[src/hdl/gha_pkg.sv]
// shared constants and beat types for the generational handle allocator
`timescale 1ns / 1ps

package gha_pkg;

    localparam int NUM_SLOTS    = 32;
    localparam int VERSION_BITS = 16;
    localparam int DIRTY_DEPTH  = 64;

    localparam int SLOT_W   = $clog2(NUM_SLOTS);
    localparam int CNT_W    = $clog2(NUM_SLOTS + 1);
    localparam int DADDR_W  = $clog2(DIRTY_DEPTH);
    localparam int DCNT_W   = $clog2(DIRTY_DEPTH + 1);
    localparam int OPCODE_W = 3;
    localparam int STATUS_W = 3;

    localparam logic [OPCODE_W-1:0] OP_ALLOC     = 3'd0;
    localparam logic [OPCODE_W-1:0] OP_FREE      = 3'd1;
    localparam logic [OPCODE_W-1:0] OP_MARK      = 3'd2;
    localparam logic [OPCODE_W-1:0] OP_LOOKUP    = 3'd3;
    localparam logic [OPCODE_W-1:0] OP_POP_DIRTY = 3'd4;

    localparam logic [STATUS_W-1:0] ST_OK             = 3'd0;
    localparam logic [STATUS_W-1:0] ST_FULL           = 3'd1;
    localparam logic [STATUS_W-1:0] ST_INVALID        = 3'd2;
    localparam logic [STATUS_W-1:0] ST_ALREADY_DIRTY  = 3'd3;
    localparam logic [STATUS_W-1:0] ST_DIRTY_EMPTY    = 3'd4;
    localparam logic [STATUS_W-1:0] ST_DIRTY_OVERFLOW = 3'd5;

    typedef struct packed {
        logic [OPCODE_W-1:0]     opcode;
        logic [SLOT_W-1:0]       slot_index;
        logic [VERSION_BITS-1:0] handle_version;
    } t_in_beat;

    typedef struct packed {
        logic [STATUS_W-1:0]     status;
        logic [SLOT_W-1:0]       out_slot;
        logic [VERSION_BITS-1:0] out_version;
    } t_out_beat;

    typedef struct packed {
        logic [SLOT_W-1:0]       slot;
        logic [VERSION_BITS-1:0] version;
    } t_handle;

    typedef struct packed {
        logic    push;
        logic    pop;
        t_handle entry;
    } t_dirty_cmd;

    typedef struct packed {
        logic    empty;
        logic    full;
        t_handle top;
    } t_dirty_stat;

endpackage

[src/hdl/generational_handle_allocator_top.sv]
// top level: request and result registers around the allocator core
//
// request channel: i_in_valid, i_in_data, o_in_stall; a beat is taken at a
// rising edge with i_in_valid high and o_in_stall low
// result channel: o_out_valid, o_out_data, i_out_stall; one result beat per
// request beat, in request order
// opcodes: allocate, free, mark dirty, lookup, pop dirty
// path: a request taken into the request register is decoded there and its result is loaded into the result register
// throughput: one beat per cycle while the result is not stalled, set by the
// single decode and update pass between the request and result registers
// the dirty stack memory keeps its top entry in a registered read port
// reset (i_rst_n low, synchronous): all slots dead and clean, no slots used,
// both stacks empty, both registers empty
// a stalled result holds o_out_data; the request register then holds too,
// and o_in_stall rises once it carries a waiting beat
`timescale 1ns / 1ps

module generational_handle_allocator_top (
    input  logic               i_clk,
    input  logic               i_rst_n,
    input  logic               i_in_valid,
    input  gha_pkg::t_in_beat  i_in_data,
    output logic               o_in_stall,
    output logic               o_out_valid,
    output gha_pkg::t_out_beat o_out_data,
    input  logic               i_out_stall
);

    logic               r_in_v;
    gha_pkg::t_in_beat  r_in;
    logic               r_out_v;
    gha_pkg::t_out_beat r_out;
    logic               n_in_v;
    logic               n_out_v;
    logic               exec;
    logic               in_acc;
    gha_pkg::t_out_beat result;

    assign exec       = r_in_v && (!r_out_v || !i_out_stall);
    assign o_in_stall = r_in_v && !exec;
    assign in_acc     = i_in_valid && !o_in_stall;
    assign n_in_v     = in_acc || (r_in_v && !exec);
    assign n_out_v    = exec || (r_out_v && i_out_stall);

    gha_core u_core (
        .i_clk    (i_clk),
        .i_rst_n  (i_rst_n),
        .i_fire   (exec),
        .i_item   (r_in),
        .o_result (result)
    );

    always_ff @(posedge i_clk) begin
        if (!i_rst_n) begin
            r_in_v  <= 1'b0;
            r_out_v <= 1'b0;
        end else begin
            r_in_v  <= n_in_v;
            r_out_v <= n_out_v;
        end
    end

    always_ff @(posedge i_clk) begin
        if (in_acc) begin
            r_in <= i_in_data;
        end
        if (exec) begin
            r_out <= result;
        end
    end

    assign o_out_valid = r_out_v;
    assign o_out_data  = r_out;

`ifndef ASSERT_OFF
    a_stall_from_output: assert property (@(posedge i_clk) disable iff (!i_rst_n)
        o_in_stall |-> (o_out_valid && i_out_stall))
        else $error("request stall without a stalled result");

    a_exec_gives_result: assert property (@(posedge i_clk) disable iff (!i_rst_n)
        (r_in_v && !(o_out_valid && i_out_stall)) |=> o_out_valid)
        else $error("executed beat produced no result");

    a_accept_loads: assert property (@(posedge i_clk) disable iff (!i_rst_n)
        (i_in_valid && !o_in_stall) |=> r_in_v)
        else $error("accepted beat lost from request register");
`endif

endmodule

[src/hdl/gha_dirty_stack.sv]
// dirty handle stack: memory with a registered top-of-stack read
`timescale 1ns / 1ps

module gha_dirty_stack (
    input  logic                 i_clk,
    input  logic                 i_rst_n,
    input  gha_pkg::t_dirty_cmd  i_cmd,
    output gha_pkg::t_dirty_stat o_stat
);

    gha_pkg::t_handle r_mem [gha_pkg::DIRTY_DEPTH];
    gha_pkg::t_handle r_rd;
    logic [gha_pkg::DCNT_W-1:0]  r_top;
    logic [gha_pkg::DCNT_W-1:0]  n_top;
    logic [gha_pkg::DADDR_W-1:0] wr_addr;
    logic [gha_pkg::DADDR_W-1:0] rd_addr;

    assign n_top   = r_top + gha_pkg::DCNT_W'(i_cmd.push) - gha_pkg::DCNT_W'(i_cmd.pop);
    assign wr_addr = r_top[gha_pkg::DADDR_W-1:0];
    assign rd_addr = gha_pkg::DADDR_W'(n_top - gha_pkg::DCNT_W'(1));

    always_ff @(posedge i_clk) begin
        if (!i_rst_n) begin
            r_top <= '0;
        end else begin
            r_top <= n_top;
        end
    end

    // read at the next top so r_rd always holds the current top entry
    always_ff @(posedge i_clk) begin
        if (i_cmd.push) begin
            r_mem[wr_addr] <= i_cmd.entry;
        end
        if (i_cmd.push && (wr_addr == rd_addr)) begin
            r_rd <= i_cmd.entry;
        end else begin
            r_rd <= r_mem[rd_addr];
        end
    end

    assign o_stat.empty = (r_top == '0);
    assign o_stat.full  = (r_top == gha_pkg::DCNT_W'(gha_pkg::DIRTY_DEPTH));
    assign o_stat.top   = r_rd;

endmodule

[src/hdl/gha_core.sv]
// slot table, free stack and operation decode for one beat
`timescale 1ns / 1ps

module gha_core (
    input  logic               i_clk,
    input  logic               i_rst_n,
    input  logic               i_fire,
    input  gha_pkg::t_in_beat  i_item,
    output gha_pkg::t_out_beat o_result
);

    localparam int SW = gha_pkg::SLOT_W;
    localparam int CW = gha_pkg::CNT_W;
    localparam int VB = gha_pkg::VERSION_BITS;

    logic [VB-1:0]                r_ver  [gha_pkg::NUM_SLOTS];
    logic [SW-1:0]                r_free [gha_pkg::NUM_SLOTS];
    logic [gha_pkg::NUM_SLOTS-1:0] r_alive;
    logic [gha_pkg::NUM_SLOTS-1:0] r_dirty;
    logic [CW-1:0]                r_used;
    logic [CW-1:0]                r_ftop;

    gha_pkg::t_dirty_cmd  dcmd;
    gha_pkg::t_dirty_stat dstat;

    logic          free_nempty;
    logic [SW-1:0] free_slot;
    logic [SW-1:0] ver_addr;
    logic [VB-1:0] ver_rd;
    logic          hit;
    logic          alloc_en;
    logic          alloc_fresh;
    logic [SW-1:0] alloc_slot;
    logic [VB-1:0] alloc_ver;
    logic          release_en;
    logic          dirty_set;
    logic          want_push;
    logic          want_pop;

    assign free_nempty = (r_ftop != '0);
    assign free_slot   = r_free[SW'(r_ftop - CW'(1))];
    assign ver_addr    = (i_item.opcode == gha_pkg::OP_ALLOC) ? free_slot : i_item.slot_index;
    assign ver_rd      = r_ver[ver_addr];
    assign hit         = ({1'b0, i_item.slot_index} < r_used)
                      && r_alive[i_item.slot_index]
                      && (ver_rd == i_item.handle_version);

    always_comb begin
        o_result    = '0;
        alloc_en    = 1'b0;
        alloc_fresh = 1'b0;
        alloc_slot  = free_slot;
        alloc_ver   = VB'(ver_rd + VB'(1));
        release_en  = 1'b0;
        dirty_set   = 1'b0;
        want_push   = 1'b0;
        want_pop    = 1'b0;
        unique case (i_item.opcode)
            gha_pkg::OP_ALLOC: begin
                if (free_nempty) begin
                    alloc_en = 1'b1;
                end else if (r_used != CW'(gha_pkg::NUM_SLOTS)) begin
                    alloc_en    = 1'b1;
                    alloc_fresh = 1'b1;
                    alloc_slot  = SW'(r_used);
                    alloc_ver   = '0;
                end else begin
                    o_result.status = gha_pkg::ST_FULL;
                end
                if (alloc_en) begin
                    o_result.out_slot    = alloc_slot;
                    o_result.out_version = alloc_ver;
                end
            end
            gha_pkg::OP_FREE: begin
                if (!hit) begin
                    o_result.status = gha_pkg::ST_INVALID;
                end else begin
                    release_en = 1'b1;
                    dirty_set  = 1'b1;
                    want_push  = !dstat.full;
                    if (dstat.full) begin
                        o_result.status = gha_pkg::ST_DIRTY_OVERFLOW;
                    end
                    o_result.out_slot    = i_item.slot_index;
                    o_result.out_version = i_item.handle_version;
                end
            end
            gha_pkg::OP_MARK: begin
                if (!hit) begin
                    o_result.status = gha_pkg::ST_INVALID;
                end else if (r_dirty[i_item.slot_index]) begin
                    o_result.status = gha_pkg::ST_ALREADY_DIRTY;
                end else if (dstat.full) begin
                    o_result.status = gha_pkg::ST_DIRTY_OVERFLOW;
                end else begin
                    dirty_set = 1'b1;
                    want_push = 1'b1;
                end
            end
            gha_pkg::OP_LOOKUP: begin
                if (!hit) begin
                    o_result.status = gha_pkg::ST_INVALID;
                end else begin
                    o_result.out_slot    = i_item.slot_index;
                    o_result.out_version = i_item.handle_version;
                end
            end
            gha_pkg::OP_POP_DIRTY: begin
                if (dstat.empty) begin
                    o_result.status = gha_pkg::ST_DIRTY_EMPTY;
                end else begin
                    want_pop             = 1'b1;
                    o_result.out_slot    = dstat.top.slot;
                    o_result.out_version = dstat.top.version;
                end
            end
            default: begin
                o_result.status = gha_pkg::ST_INVALID;
            end
        endcase
    end

    assign dcmd.push          = i_fire && want_push;
    assign dcmd.pop           = i_fire && want_pop;
    assign dcmd.entry.slot    = i_item.slot_index;
    assign dcmd.entry.version = i_item.handle_version;

    gha_dirty_stack u_dirty (
        .i_clk   (i_clk),
        .i_rst_n (i_rst_n),
        .i_cmd   (dcmd),
        .o_stat  (dstat)
    );

    always_ff @(posedge i_clk) begin
        if (!i_rst_n) begin
            r_alive <= '0;
            r_dirty <= '0;
            r_used  <= '0;
            r_ftop  <= '0;
        end else if (i_fire) begin
            if (alloc_en) begin
                r_alive[alloc_slot] <= 1'b1;
                r_dirty[alloc_slot] <= 1'b0;
                if (alloc_fresh) begin
                    r_used <= r_used + CW'(1);
                end else begin
                    r_ftop <= r_ftop - CW'(1);
                end
            end
            if (release_en) begin
                r_alive[i_item.slot_index] <= 1'b0;
                if (r_ftop != CW'(gha_pkg::NUM_SLOTS)) begin
                    r_ftop <= r_ftop + CW'(1);
                end
            end
            if (dirty_set) begin
                r_dirty[i_item.slot_index] <= 1'b1;
            end
        end
    end

    always_ff @(posedge i_clk) begin
        if (i_fire && alloc_en) begin
            r_ver[alloc_slot] <= alloc_ver;
        end
        if (i_fire && release_en && (r_ftop != CW'(gha_pkg::NUM_SLOTS))) begin
            r_free[SW'(r_ftop)] <= i_item.slot_index;
        end
    end

endmodule
[config.mk]
export PLATFORM = sky130hd
export DESIGN_NAME = generational_handle_allocator_top
export DESIGN_NICKNAME = d
export VERILOG_FILES = /design/src/hdl/gha_pkg.sv /design/src/hdl/generational_handle_allocator_top.sv /design/src/hdl/gha_dirty_stack.sv /design/src/hdl/gha_core.sv
export SDC_FILE = /design/constraint.sdc
export NUM_CORES = 2
export LEC_CHECK = 0
export ABC_AREA = 1
export BUFFER_PORTS_ARGS = -buffer_cell sky130_fd_sc_hd__buf_2
export CAP_MARGIN = 20
export CORE_UTILIZATION = 40
export CTS_CLUSTER_DIAMETER = 40
export DETAILED_ROUTE_END_ITERATION = 8
export PLACE_DENSITY_LB_ADDON = 0.15
export SYNTH_ARGS = -nofsm -noshare
export SYNTH_HDL_FRONTEND = slang
export SYNTH_SLANG_ARGS = --single-unit
[constraint.sdc]
create_clock -name i_clk -period 9 [get_ports i_clk]
set_input_delay 1.8 -clock i_clk [delete_from_list [all_inputs] [get_ports i_clk]]
set_output_delay 1.8 -clock i_clk [all_outputs]
set_load 0.01 [all_outputs]
# == Word-level counts from Yosys, hierarchy flattened ==
# Memories as Yosys holds them, arrays and structs flattened. A register that Yosys moved wholly into a read port is not among the register bits.
# Index checks and enable logic that the tools add are counted.
# totals
reg_bits,133
mem_bits_rw,2016
input_bits,28
out_inout_bits,26
wordCells,130
memories,3
# op_classes
add_sub_neg,7
order_cmp,5
eq_ne,8
muxes,62
bitwise,6
reduce_logical,26
# mem_list
memory,words,width,read_ports,rd_ports_with_merged_regs,write_ports,line_no,rtl
u_core.u_dirty.r_mem,64,21,1,1,1,gha_dirty_stack.sv:11,gha_pkg::t_handle r_mem [gha_pkg::DIRTY_DEPTH];
u_core.r_ver,32,16,1,0,1,gha_core.sv:16,logic [VB-1:0] r_ver [gha_pkg::NUM_SLOTS];
u_core.r_free,32,5,1,0,1,gha_core.sv:17,logic [SW-1:0] r_free [gha_pkg::NUM_SLOTS];
# op_table
operator,n
$mux 32,8
$and 32x32->32,2
$not 32->32,2
$or 32x32->32,2
$mux 21,3
$pmux 21 s3,1
$mux 16,3
$mux 1,25
$mux 6,4
$mux 5,4
$mux 3,6
$add 16x1->16 const B,1
$eq 16x16->1,1
$pmux 3 s5,1
$logic_and 1x1->1,13
$add 6x1->6 const B,2
$lt 5x6->1 const B,2
$ne 6x6->1 const B,2
$sub 6x1->6 const B,2
$bmux 1 s5,2
$demux 1 s5,2
$ge 5x1->1 const B,2
$add 7x1->7,1
$eq 7x7->1 const B,1
14 further kinds,22

# == Logic depth before layout (Yosys ltp) ==
# An unclocked memory read counts as a cell.
# logic_depth
ltp_word,16
depth_mapped,45

# == Modules after synthesis ==
# A second synthesis with hierarchy kept.
# unflattened
cells_unflattened,7894
hier_area_um2,89729.8
# modules_own_cells
mod,instances,cells_per_inst,area_each_um2
gha_dirty_stack,1,4649,55016.5
gha_core,1,3184,33176.8
generational_handle_allocator_top,1,61,1536.5

# == Worst setup path before layout ==
# Ideal clock, no wire load.
# synth_path
path_type,register to register
start,register u_core.r_ftop[0]
end,register with a tool-made name
setup_ps,128
arrival_ps,5788
setup_slack_ps,3084
path_stages_with_launch,42
path_buffers,8
cell_sequence,dfxtp_1 > inv_2 > buf_4 > buf_4 > buf_2 > ha_1 > buf_2 > inv_1 > buf_4 > buf_2 > a21oi_1 > a22oi_1 > nand2_1 > nand3_1 > nand3_1 > nand2_1 > nand2_1 > nand2_2 > (+6 left out) > nand2_1 > nand2_1 > nor2_1 > nand3_1 > nor2_4 > nand2_1 > nand2_4 > buf_4 > nand2_1 > ha_1 > inv_1 > ha_1 > inv_1 > fa_1 > o31ai_1 > xor2_1 > nand3_1 > xor2_1
# synth_rtl
item,line_no,rtl
from (decl),gha_core.sv:21,logic [CW-1:0] r_ftop;
from (signal assigned),gha_core.sv:149,r_ftop <= r_ftop - CW'(1);
from (signal assigned),gha_core.sv:155,r_ftop <= r_ftop + CW'(1);

==> tab_implementation.tex <==
\begin{tabular}{lr}
\hline
Metric & Value \\
\hline
\multicolumn{2}{l}{\textbf{Placement}} \\
\quad Post-DP HPWL & 153,400 um \\
\quad Input/output buffers & 53 \\
\quad Global placer's final weighted congestion & $\sim$0.90 \\
\multicolumn{2}{l}{\textbf{Drt}} \\
\quad Via-to-Cell Ratio & a little under 6 \\
\quad Overall routed net length & between 200,000 and 300,000 um \\
\quad Final routed wire length divided by cell count & $\sim$27 um \\
\quad Number of DRC violations after detailed routing & 0 \\
\quad Number of nets still failing antenna checks after routing & 0 \\
\quad Drt pass-1 iters & 6 \\
\quad Number of design-rule violations left by the first detailed-router iteration & 7,198 \\
\quad Vias & 58,760 \\
\multicolumn{2}{l}{\textbf{Logic synthesis}} \\
\quad Leading cell types by total area after synthesis & sky130\_fd\_sc\_hd\_\_edfxtp\_1 (71\%), sky130\_fd\_sc\_hd\_\_nand3\_1 (4.9\%), sky130\_fd\_sc\_hd\_\_o21ai\_0 (4.7\%), sky130\_fd\_sc\_hd\_\_nor2\_1 (4.3\%), sky130\_fd\_sc\_hd\_\_nand2\_1 (3.6\%) \\
\quad Post-synthesis register bit count & about 2,200 \\
\quad Most instantiated cells after synthesis & sky130\_fd\_sc\_hd\_\_edfxtp\_1 (2,064), sky130\_fd\_sc\_hd\_\_nor2\_1 (992), sky130\_fd\_sc\_hd\_\_nand3\_1 (861), sky130\_fd\_sc\_hd\_\_nand2\_1 (843), sky130\_fd\_sc\_hd\_\_o21ai\_0 (814) \\
\quad Cell type with the largest total area after synthesis & sky130\_fd\_sc\_hd\_\_edfxtp\_1 \\
\quad Post-synthesis average cell area & roughly 13 um2 \\
\quad Dominant synthesized flop cell & sky130\_fd\_sc\_hd\_\_edfxtp\_1 \\
\quad Post-synth EDFFs & a little over 2,000 \\
\quad Most frequent cell after synthesis & sky130\_fd\_sc\_hd\_\_edfxtp\_1 \\
\quad Portion of the post-synthesis area used by sequential elements & 0.7321 \\
\quad Cell area after synthesis & a little under 90,000 um2 \\
\quad Async set-or-reset flop fraction in the synthesized netlist & 0 \\
\quad Yosys cell types & 53 \\
\quad Synth warn & 0 \\
\quad Share of Yosys cell area claimed by the top area cell type & 0.7112 \\
\quad Post-Syn Instances & 6,960 \\
\quad Synthesized netlist net count & between 7,000 and 8,000 \\
\multicolumn{2}{l}{\textbf{Pwr}} \\
\quad Power Dens Cells & 277.3 nW/um2 \\
\quad Peak ir drop on the vdd network & 0.2332 mV \\
\quad Static Leakage & approximately 34 nW \\
\multicolumn{2}{l}{\textbf{Clock tree}} \\
\quad Largest buffer count on any clock path & 4 \\
\quad Clk root buf & sky130\_fd\_sc\_hd\_\_clkbuf\_16 \\
\quad Hold bufs inserted after CTS & 0 \\
\quad Register clock-pin slew on the reported worst setup and hold paths & approximately 0.050 ns \\
\quad Number of H-tree branching levels & 5 \\
\quad Post-cts sizing count & 0 \\
\quad CTS Buf Count & 340 \\
\quad Clock Latency Late Sink & approximately 0.96 ns \\
\quad Post-CTS repair timing setup buffer count & 0 \\
\quad CTS Sinks & 2,155 \\
\quad Clock tree from TritonCTS & yes \\
\multicolumn{2}{l}{\textbf{Timing}} \\
\quad Setup repair after global routing missed its margin & false \\
\quad Number of failing hold endpoints at the final stage & 0 \\
\quad Shortest clock period the worst path allows after layout & $\sim$8.2 ns \\
\quad Fin crit share & 0.9166 \\
\quad Setup\_tns & 0 ns \\
\quad Transition time at the pin with the least slew margin & approximately 1.3 ns \\
\quad Setup Skew & roughly 0.061 ns \\
\quad Final-report setup violation count & 0 \\
\quad WHS & roughly 0.48 ns \\
\quad FMAX & $\sim$120 MHz \\
\quad Count of final max-slew check failures & 0 \\
\quad Headroom to the max-slew limit & 0.1215 \\
\multicolumn{2}{l}{\textbf{Global route}} \\
\quad Sum of overflow across all layers after global routing & 0 \\
\quad Initial antenna violation count & 16 \\
\quad Via count of the first global-routing pass & roughly 56,000 \\
\quad Maximum number of pins on one net before global-route repair & 165 \\
\quad Overall track demand over capacity in global routing & 0.2457 \\
\quad Wire length of the first global-routing pass & 395,500 um \\
\multicolumn{2}{l}{\textbf{Final layout}} \\
\quad NumNets Final & a little over 7,000 \\
\quad Area overhead of the layout relative to synthesis & 17.77\% \\
\quad Fraction of layout cells with a size suffix above 1 & 0.1336 \\
\quad Fillcell total & around 19,000 \\
\multicolumn{2}{l}{\textbf{Floorplan}} \\
\quad Site Rows & 170 \\
\quad Starting density of the core & 0.4045 \\
\quad Die Outline Area & roughly 220,000 um2 \\
\quad Count of pins on the block boundary & 54 \\
\quad Floorplan Core Area & around 220,000 um2 \\
\quad Height of the die & between 400 and 500 um \\
\quad Die boundary width & around 470 um \\
\multicolumn{2}{l}{\textbf{Worst setup path}} \\
\quad Start-to-end type of the worst setup path & register to register \\
\quad Max stage delay on crit path & roughly 0.73 ns \\
\quad Most frequent cell on the critical path & sky130\_fd\_sc\_hd\_\_nand3\_1 \\
\quad Worst Path Required & roughly 9.8 ns \\
\quad Slowest stage cell on the critical path & sky130\_fd\_sc\_hd\_\_inv\_1 \\
\quad Worst-path maximum fanout & 100 \\
\quad Startpoint kind of the worst setup timing path & register \\
\quad Data arrival time of the critical path & 9.07 ns \\
\quad Category of the worst setup path capture point & register \\
\multicolumn{2}{l}{\textbf{Run status}} \\
\quad Result of the run & complete, no violations \\
\multicolumn{2}{l}{\textbf{Run}} \\
\quad Max capacitance violation total & 0 \\
\multicolumn{2}{l}{\textbf{Hold path}} \\
\quad HP Class & register to register \\
\hline
\end{tabular}
==> state kept, by name, summed over array words and instances, names as in the netlist, named ones only <==
| name | flops |
|---|---|
| u_core.u_dirty.r_mem | 1344 |
| u_core.r_free | 160 |
| u_core.r_ftop | 6 |
| r_in | 24 |
| u_core.r_dirty | 32 |
| u_core.r_ver | 512 |
| u_core.r_alive | 32 |
| r_in_v | 1 |
| o_out_data | 24 |
| o_out_valid | 1 |
| u_core.u_dirty.r_top | 7 |
| u_core.r_used | 6 |
==> power by group <==
part | total (mW) | internal [mW] | switching [mW]
Combinational | 3.91 | 0.882 | 3.03
Sequential | 11.3 | 11.2 | 0.0922
Clock | 13.2 | 8.53 | 4.70
==> path summary, 6_finish.rpt <==
path | start | end | slack (ns) | depth (start not counted)
worst max-delay path | u_core.r_ftop[1] | register | 0.75 | 35
worst min-delay path | u_core.r_dirty[10] | u_core.r_dirty[10] | 0.48 | 2
worst max register to register | u_core.r_ftop[1] | register | 0.75 | 35
worst min register to register | u_core.r_dirty[10] | u_core.r_dirty[10] | 0.48 | 2
==> area by class of cell <==
| cell class | count | area [um2] | share of cell area |
|---|---|---|---|
| Sequential cell | 2155 | 63820 | 0.6218 |
| Multi-Input combinational cell | 4214 | 21130 | 0.2059 |
| Inverter | 119 | 471.7 | 0.004596 |
| Clock buffer | 382 | 8931 | 0.08702 |
| Antenna cell | 4 | 10.01 | 0.00009753 |
| Tap cell | 2838 | 3551 | 0.03460 |
| Clock inverter | 212 | 2556 | 0.02491 |
| Timing Repair Buffer | 275 | 2163 | 0.02108 |
==> cell usage in the layout (no fill, tap or decap), types with 85 or more instances in the layout <==
cell	netlist	layout
sky130_fd_sc_hd__nand2_1	843	842
sky130_fd_sc_hd__o22ai_1	100	100
sky130_fd_sc_hd__clkbuf_16	0	352
sky130_fd_sc_hd__nand3_1	861	861
sky130_fd_sc_hd__o21ai_0	814	814
sky130_fd_sc_hd__nor2_2	2	109
sky130_fd_sc_hd__o221ai_1	252	252
sky130_fd_sc_hd__nor2_1	992	880
sky130_fd_sc_hd__inv_1	104	102
sky130_fd_sc_hd__buf_4	31	202
sky130_fd_sc_hd__a21oi_1	110	110
sky130_fd_sc_hd__dfxtp_1	91	85
sky130_fd_sc_hd__edfxtp_1	2064	2064
==> critical path, delay by kind of cell, from the launching register on <==
kind                       cells  cell delay, ns
adders and majority gates      4            1.22
and+or+nand+nor               22            3.56
xor gates and xnor gates       2            0.49
buffers and inverters          6            1.74
AOI/OAI and AO/OA              1            0.42
DFF                            1            0.46
==> metal layers <==
layer  up-vias  GRT usage  routed length, um
li1      26210          -                  -
met4         2    0.08331               8559
met1     29720     0.3577             120100
met2      2443     0.3682             122500
met5         -          0                 14
met3       388    0.04641              21650
==> stage by stage <==
stage | worst slack [ns] | total power [mW] | cells | cell area (um2) | util
2_1_floorplan | 3.084 | 13.48 | 6960 | 87150 | -
3_3_place_gp | 1.093 | 15.34 | 9594 | 91020 | 0.4224
3_5_place_dp | 0.9803 | 15.37 | 9600 | 91130 | 0.4229
4_1_cts | 0.9092 | 28.58 | 10190 | 102600 | 0.4762
5_1_grt | 0.2279 | 29.26 | 10200 | 102600 | 0.4763
6_report | 0.7506 | 28.47 | 10200 | 102600 | 0.4763
==> kinds of logic after synthesis <==
kind of cell | share of synthesized area
xor+xnor | 0.001909
buf+inv | 0.02957
flops | 0.7321
simple gates | 0.1349
compound gates | 0.09748
fa+ha+maj | 0.004106
Note: power is estimated with default switching activity, not from simulation.
